--- src/sv/fixed_point_sixteenth_root_unit_assert.svh ---
// assertion macros shared by the sixteenth root unit
`ifndef FIXED_POINT_SIXTEENTH_ROOT_UNIT_ASSERT_SVH
`define FIXED_POINT_SIXTEENTH_ROOT_UNIT_ASSERT_SVH

`ifndef ASSERT_OFF

// checked outside reset only
`define FSR_ASSERT(lbl, clk, rst_n, prop, msg) \
  lbl: assert property (@(posedge clk) disable iff (!rst_n) (prop)) else $error(msg);

// checked on every edge, reset included
`define FSR_ASSERT_ALWAYS(lbl, clk, prop, msg) \
  lbl: assert property (@(posedge clk) (prop)) else $error(msg);

`else

`define FSR_ASSERT(lbl, clk, rst_n, prop, msg)
`define FSR_ASSERT_ALWAYS(lbl, clk, prop, msg)

`endif

`endif

--- src/sv/fsr_pkg.sv ---
package fsr_pkg;

  localparam int FSR_ITERATIONS = 128;
  localparam int FSR_ROOT_ORDER = 16;

  localparam int FSR_RAD_W     = 64;
  localparam int FSR_RAD_FRAC  = 40;
  localparam int FSR_PROD_FRAC = 64;
  localparam int FSR_W         = 128;
  localparam int FSR_HALF_W    = FSR_W / 2;
  localparam int FSR_ROOT_ONE  = 126;
  localparam int FSR_LIMIT_UP  = FSR_PROD_FRAC - FSR_RAD_FRAC;
  localparam int FSR_LIMIT_TOP = FSR_W - FSR_RAD_W - FSR_LIMIT_UP;

  localparam int FSR_K_W = (FSR_ITERATIONS > 1) ? $clog2(FSR_ITERATIONS) : 1;
  localparam int FSR_J_W = $clog2(FSR_ROOT_ORDER);

  // 1.0 in the product format (Q64.64) and in the root format (Q2.126)
  localparam logic [FSR_W-1:0] FSR_F_ONE =
    {{(FSR_W - FSR_PROD_FRAC - 1){1'b0}}, 1'b1, {FSR_PROD_FRAC{1'b0}}};
  localparam logic [FSR_W-1:0] FSR_R_ONE =
    {{(FSR_W - FSR_ROOT_ONE - 1){1'b0}}, 1'b1, {FSR_ROOT_ONE{1'b0}}};

  typedef struct packed {
    logic               load;
    logic               step;
    logic               update;
    logic [FSR_K_W-1:0] shamt;
  } fsr_cmd_t;

endpackage

--- src/sv/fsr_ctrl.sv ---
`include "fixed_point_sixteenth_root_unit_assert.svh"

module fsr_ctrl (
  input  logic              clk_i,
  input  logic              rst_ni,
  input  logic              start_i,
  output logic              busy_o,
  output logic              done_o,
  output fsr_pkg::fsr_cmd_t cmd_o
);

  typedef enum logic [3:0] {
    S_IDLE = 4'b0001,
    S_STEP = 4'b0010,
    S_UPD  = 4'b0100,
    S_DONE = 4'b1000
  } state_e;

  state_e                      state_q, state_d;
  logic [fsr_pkg::FSR_K_W-1:0] k_q, k_d;
  logic [fsr_pkg::FSR_J_W-1:0] j_q, j_d;
  logic                        accept;

  assign busy_o = !(state_q == S_IDLE || state_q == S_DONE);
  assign done_o = (state_q == S_DONE);
  assign accept = start_i && !busy_o;

  always_comb begin
    state_d      = state_q;
    k_d          = k_q;
    j_d          = j_q;
    cmd_o.load   = 1'b0;
    cmd_o.step   = 1'b0;
    cmd_o.update = 1'b0;
    cmd_o.shamt  = k_q;
    unique case (state_q) inside
      S_IDLE, S_DONE: begin
        if (accept) begin
          cmd_o.load = 1'b1;
          k_d        = '0;
          j_d        = '0;
          state_d    = S_STEP;
        end else begin
          state_d = S_IDLE;
        end
      end
      S_STEP: begin
        cmd_o.step = 1'b1;
        if (j_q == fsr_pkg::FSR_J_W'(fsr_pkg::FSR_ROOT_ORDER - 1)) begin
          j_d     = '0;
          state_d = S_UPD;
        end else begin
          j_d = j_q + 1'b1;
        end
      end
      S_UPD: begin
        cmd_o.update = 1'b1;
        if (k_q == fsr_pkg::FSR_K_W'(fsr_pkg::FSR_ITERATIONS - 1)) begin
          state_d = S_DONE;
        end else begin
          k_d     = k_q + 1'b1;
          state_d = S_STEP;
        end
      end
      default: begin
        state_d = S_IDLE;
      end
    endcase
  end

  always_ff @(posedge clk_i or negedge rst_ni) begin
    if (!rst_ni) begin
      state_q <= S_IDLE;
      k_q     <= '0;
      j_q     <= '0;
    end else begin
      state_q <= state_d;
      k_q     <= k_d;
      j_q     <= j_d;
    end
  end

  `FSR_ASSERT(a_done_one_cycle, clk_i, rst_ni, done_o |=> !done_o, "done strobe too long")
  `FSR_ASSERT(a_update_after_step, clk_i, rst_ni, cmd_o.update |-> $past(cmd_o.step), "lone update")
  `FSR_ASSERT(a_accept_starts, clk_i, rst_ni, accept |=> (state_q == S_STEP && k_q == '0), "bad start")
  `FSR_ASSERT_ALWAYS(a_no_step_on_done, clk_i, !(done_o && (cmd_o.step || cmd_o.update)), "busy on done")

endmodule

--- src/sv/fsr_datapath.sv ---
`include "fixed_point_sixteenth_root_unit_assert.svh"

module fsr_datapath (
  input  logic                          clk_i,
  input  logic                          rst_ni,
  input  fsr_pkg::fsr_cmd_t             cmd_i,
  input  logic [fsr_pkg::FSR_RAD_W-1:0] radicand_i,
  output logic [fsr_pkg::FSR_W-1:0]     root_o
);

  logic [fsr_pkg::FSR_RAD_W-1:0] rad_q;
  logic [fsr_pkg::FSR_W-1:0]     u_q, f_q, root_q;
  logic [fsr_pkg::FSR_W-1:0]     limit, opnd, sum;
  logic                          fits;

  // radicand seen as Q64.64
  assign limit = {{fsr_pkg::FSR_LIMIT_TOP{1'b0}}, rad_q, {fsr_pkg::FSR_LIMIT_UP{1'b0}}};

  // one shared add-shift: candidate during steps, root on update
  assign opnd = cmd_i.update ? root_q : u_q;
  assign sum  = opnd + (opnd >> cmd_i.shamt);
  assign fits = (u_q <= limit);

  always_ff @(posedge clk_i or negedge rst_ni) begin
    if (!rst_ni) begin
      rad_q  <= '0;
      u_q    <= fsr_pkg::FSR_F_ONE;
      f_q    <= fsr_pkg::FSR_F_ONE;
      root_q <= fsr_pkg::FSR_R_ONE;
    end else if (cmd_i.load) begin
      rad_q  <= radicand_i;
      u_q    <= fsr_pkg::FSR_F_ONE;
      f_q    <= fsr_pkg::FSR_F_ONE;
      root_q <= fsr_pkg::FSR_R_ONE;
    end else if (cmd_i.step) begin
      u_q <= sum;
    end else if (cmd_i.update) begin
      if (fits) begin
        f_q    <= u_q;
        root_q <= sum;
      end else begin
        // rejected candidate, restart from the kept product
        u_q <= f_q;
      end
    end
  end

  assign root_o = root_q;

  `FSR_ASSERT(a_f_bounded, clk_i, rst_ni, (f_q <= limit) || (f_q == fsr_pkg::FSR_F_ONE), "product exceeds radicand")

endmodule

--- src/sv/fixed_point_sixteenth_root_unit.sv ---
// channel   ports                               handshake
// --------  ----------------------------------  --------------------------------
// in        radicand_i                          beat taken when start && !busy
// out       root_high_o, root_low_o             beat on done_o, one cycle only
//
// an item runs 128 normalization steps, each made of add-shifts, as many as the
// root order, and then a compare/update, all on one shared 128-bit adder
// done_o flags the result for one cycle; a new start is taken in that
// same cycle, so a new item is taken only once the last one is done
// reset is asynchronous, active low, and returns the controller to idle
// the receiver cannot stall: done_o strobes; the root holds until the next start
module fixed_point_sixteenth_root_unit (
  input  logic                            clk_i,
  input  logic                            rst_ni,
  input  logic                            start,
  output logic                            busy,
  input  logic [fsr_pkg::FSR_RAD_W-1:0]   radicand_i,
  output logic                            done_o,
  output logic [fsr_pkg::FSR_HALF_W-1:0]  root_high_o,
  output logic [fsr_pkg::FSR_HALF_W-1:0]  root_low_o
);

  fsr_pkg::fsr_cmd_t         cmd;
  logic [fsr_pkg::FSR_W-1:0] root;

  fsr_ctrl u_ctrl (
    .clk_i   (clk_i),
    .rst_ni  (rst_ni),
    .start_i (start),
    .busy_o  (busy),
    .done_o  (done_o),
    .cmd_o   (cmd)
  );

  fsr_datapath u_dp (
    .clk_i      (clk_i),
    .rst_ni     (rst_ni),
    .cmd_i      (cmd),
    .radicand_i (radicand_i),
    .root_o     (root)
  );

  assign root_high_o = root[fsr_pkg::FSR_W-1:fsr_pkg::FSR_HALF_W];
  assign root_low_o  = root[fsr_pkg::FSR_HALF_W-1:0];

endmodule

--- config.mk ---
export PLATFORM = sky130hd
export DESIGN_NAME = fixed_point_sixteenth_root_unit
export DESIGN_NICKNAME = d
export VERILOG_FILES = /design/src/sv/fsr_pkg.sv /design/src/sv/fsr_ctrl.sv /design/src/sv/fsr_datapath.sv /design/src/sv/fixed_point_sixteenth_root_unit.sv
export VERILOG_INCLUDE_DIRS = /design/src /design/src/sv
export SDC_FILE = /design/constraint.sdc
export NUM_CORES = 2
export LEC_CHECK = 0
export ABC_CLOCK_PERIOD_IN_PS = 8300
export BUFFER_PORTS_ARGS = -buffer_cell sky130_fd_sc_hd__buf_2
export CORE_MARGIN = 1.5
export CORE_UTILIZATION = 45
export CTS_BUF_LIST = sky130_fd_sc_hd__clkbuf_4
export CTS_CLUSTER_SIZE = 30
export DETAILED_ROUTE_END_ITERATION = 7
export PLACE_DENSITY = 0.72
export SETUP_SLACK_MARGIN = 0.1
export SLEW_MARGIN = 10
export SYNTH_ARGS = -nofsm -noshare
export SYNTH_HDL_FRONTEND = slang
export SYNTH_SLANG_ARGS = --single-unit
--- constraint.sdc ---
create_clock -name clk_i -period 8.3 [get_ports clk_i]
set_input_delay 0.415 -clock clk_i [delete_from_list [all_inputs] [get_ports clk_i]]
set_output_delay 0.415 -clock clk_i [all_outputs]
set_load 0.03 [all_outputs]
==> summary.txt <==
Status
  – Result of the run: complete, no violations

Clock network
  – Number of post-CTS setup repair buffers: 0
  – Clk_lat worst skew: 1080 ps
  – H-tree depth: 4
  – Clock Pin Slew Worst Setup and Hold Paths: 60 ps
  – Total CTS buffers: 133
  – Root cell of the clock tree: clkbuf_4
  – Buffer depth of the longest clock path: 3
  – TritonCTS sink count: 463
  – TritonCTS clock tree: built

Synth
  – Flop and latch count out of synthesis: 463
  – Sequential fraction of the synthesis area: 29.99%
  – Top cells by instance count after synthesis: 493 x mux2i_1, 459 x dfrtp_1, 421 x nand2_1
  – Post-synthesis area per instance: 8.667 µm²
  – Cell accounting for the most synthesized area: dfrtp_1
  – Number of enable flip-flop cells after synthesis: 0
  – Top-area cell type share of the netlist area: 29.72%
  – Most common cell in the synthesized netlist: mux2i_1
  – FFs w/ async S/R, synth: 100.0%
  – Synth Instances: 4459
  – Most instantiated flip-flop cell in the synthesis netlist: dfrtp_1
  – Main area contributors after synthesis: dfrtp_1 30%, mux2i_1 13%, mux4_2 6.3%, ha_1 6.3%, a21oi_1 5.1%
  – Post-Synthesis Cell Area: 0.03865 mm²
  – Number of nets in the synthesized netlist: 4721
  – Number of distinct library cells after synthesis: 80
  – Yosys warns: 0

GRT
  – Maximum number of pins on one net before global-route repair: 162
  – GR Util All Layers: 34.41%
  – Number of antenna violations at the first check in global routing: 6
  – Wire length of the first global-routing pass: 227900 µm
  – Via count of the first global-routing pass: 36130
  – GR Overflow Total: 0

Setup path
  – Required time of the worst setup path: 9220 ps
  – Signal arrival time at the worst endpoint: 8860 ps
  – Kind of launch point of the worst setup path: flop
  – Crit path launch: u_ctrl.state_q[1]$_DFFE_PN0P_
  – Critical register-to-register path startpoint: u_ctrl.state_q[1]$_DFFE_PN0P_
  – Reg2Reg Depth: 25
  – Worst setup EP type: flop
  – Type of the worst setup path: reg2reg
  – Largest driver fanout on the critical path: 41

Die
  – Full die area: 0.08765 mm²
  – Chip width: 296.1 µm
  – Boundary Pins: 197
  – Floorplan core area: 0.08515 mm²
  – Placement Rows: 107
  – Initial cell density of the core: 45.39%
  – Die Y: 296.1 µm

Timing
  – Final-layout setup total negative slack: 0 ps
  – Slew margin rel.: 26.05%
  – Pins over their slew limit: 0
  – Final Critical Period: 7939 ps
  – Slew at the pin closest to its max-slew limit: 1109 ps
  – Fmax: 126.0 MHz
  – Share of the cycle needed by the critical path after routing: 95.65%
  – Final worst clock skew: 107.3 ps
  – RSZ-0062 raised after global routing: false
  – Total count of hold-check failures in the final report: 0
  – Total of endpoints with negative setup slack in the final report: 0

Layout
  – Fraction of final layout cells with drive strength greater than 1: 15.87%
  – Area delta synth->final: 13.36%
  – Number of filler instances in the final layout: 8095
  – Storage cell area: 0.01161 mm²
  – Area of combinational cells with multiple inputs: 0.02475 mm²
  – NumNets Final: 4956
  – Final std cells w/o fill: 5944

Pwr
  – Peak supply drop: 0.1369 mV
  – Power density of the placed cells: 104.5 mW/mm²
  – Cell leakage power: 20.43 nW

Routing
  – Vias/cell: 6.309
  – Detail Route met3 WL: 13480 µm
  – DRT Pass-1 Iters: 7
  – DR WL met2: 68400 µm
  – Total Routed Length: 152100 µm
  – Drt drc: 0
  – Antenna-violating nets left: 0
  – Number of violations reported at the end of detailed-routing iteration 0: 4499
  – WL met1: 63680 µm
  – Wire length per cell after detailed routing: 25.58 µm
  – Routed via count: 37500
  – Highest metal layer used by the detailed router: met5

Min path
  – Number of stages on the worst hold path: 4
  – Type of the most critical hold path: in2reg
  – Start point of the worst hold path: radicand_i[3]

Placed design
  – Input/output buffers: 196
  – Placed Cells: 5625
  – Post-DP HPWL: 116000 µm
  – Routability cong.: 1.081

Job
  – Max-cap violations: 0
[cells in the final DEF, fill, tap and decap left out, types with 14 or more instances in the layout]
cell,count
nor2_1,246
buf_4,170
nor2b_1,56
a21o_1,90
nand3_1,118
o31ai_1,14
o21bai_1,37
clkinv_1,21
inv_1,271
a22o_1,77
mux4_2,108
a221o_1,22
nand2_1,420
a21oi_1,390
clkbuf_4,198
mux2i_1,493
a22oi_1,28
nor3_1,35
nand4_1,79
ha_1,194
xnor2_1,80
a221oi_1,59
and3_1,14
dlygate4sd3_1,77
and2_1,76
o211ai_1,15
a31oi_1,20
o21a_1,21
nand2b_1,18
a211oi_1,100
a222oi_1,19
dfrtp_1,452
o21ai_0,308
xor2_1,49
buf_2,195
nor4_1,26
[final cells by class]
type                            count  share of cell area [%]
Antenna cell                        5                 0.02856
Tap cell                         1144                   3.267
Clock buffer                      198                   3.393
Multi-Input combinational cell   3370                   56.50
Sequential cell                   463                   26.51
Clock inverter                     38                  0.5398
Timing Repair Buffer              453                   7.409
Inverter                          273                   2.351
[layer usage]
metal,vias up,track usage (%)
met5,-,0
met3,349,7.779
met1,18400,46.17
met2,1907,53.17
li1,16840,-
met4,6,14.85
[kinds of logic after synthesis]
kind of cell	Yosys count	synth area share, %
buffers and inverters	626	6.213
and+or+nand+nor	1160	14.18
AOI/OAI and AO/OA	1279	21.12
adders and majority gates	195	6.333
xor gates and xnor gates	129	2.924
DFF	463	29.99
muxes	607	19.24
[sequential cells by signal (all words and copies together) (netlist names)]
register        flops
u_ctrl.state_q      4
u_dp.f_q          128
u_dp.root_o       128
u_ctrl.j_q          4
u_ctrl.k_q          7
u_dp.u_q          128
u_dp.rad_q         64
[final timing paths]
path	end	slack, ps
min in group asynchronous	u_dp.f_q[64]$_DFFE_PN1P_	520
max in group asynchronous	u_dp.u_q[24]$_DFFE_PN0P_	6200
hold reg to reg	u_dp.f_q[30]$_DFFE_PN0P_	480
hold / removal	u_dp.rad_q[3]$_DFFE_PN0P_	150
setup reg to reg	u_dp.u_q[124]$_DFFE_PN0P_	360
setup / recovery	u_dp.u_q[124]$_DFFE_PN0P_	360
[per-stage QoR]
| stage | setup WS (ps) | instance area [µm²] | hold WS (ps) | utilization, % | total power, mW |
|---|---|---|---|---|---|
| 2_1_floorplan | 2402 | 38650 | 119.4 | - | 2.299 |
| 3_3_place_gp | 398.5 | 41270 | 455.5 | 48.47 | 2.363 |
| 3_5_place_dp | 400.6 | 41270 | 460.2 | 48.47 | 2.364 |
| 4_1_cts | 440.8 | 43790 | 1.113 | 51.43 | 4.641 |
| 5_1_grt | 111.5 | 43810 | 92.11 | 51.45 | 4.762 |
| 6_report | 361.2 | 43810 | 146.7 | 51.45 | 4.578 |
[worst max-delay path: stages (launching register included)]
cell	delay, ps
dfrtp_1	450
nor4b_4	420
buf_12	320
mux2i_1	280
mux4_2	550
mux2i_1	450
and2_1	200
a211oi_1	50
a21oi_1	250
buf_4	200
a21oi_1	60
o21ai_0	730
ha_1	380
nand2_1	180
nor3_1	390
nand3_1	160
a21oi_1	300
a21oi_1	310
o41ai_2	510
a31oi_1	150
buf_4	170
o21ai_1	260
a221oi_1	130
buf_4	170
or4_1	460
and3_1	190
[where the power goes]
| group | total (mW) | leakage (nW) | switching [mW] | internal (mW) |
|---|---|---|---|---|
| logic | 0.0915 | 14.0 | 0.0540 | 0.0375 |
| clock network | 2.23 | 1.04 | 1.05 | 1.19 |
| registers | 2.26 | 5.42 | 0 | 2.26 |
| total | 4.58 | 20.4 | 1.10 | 3.48 |
[timing repair]
action,CTS,global route
hold buffers,78,0
resized for setup,0,3
endpoints found under the setup margin,0,7
hold endpoints to repair,200,0
No activity file was read; power rests on OpenSTA's default activity.
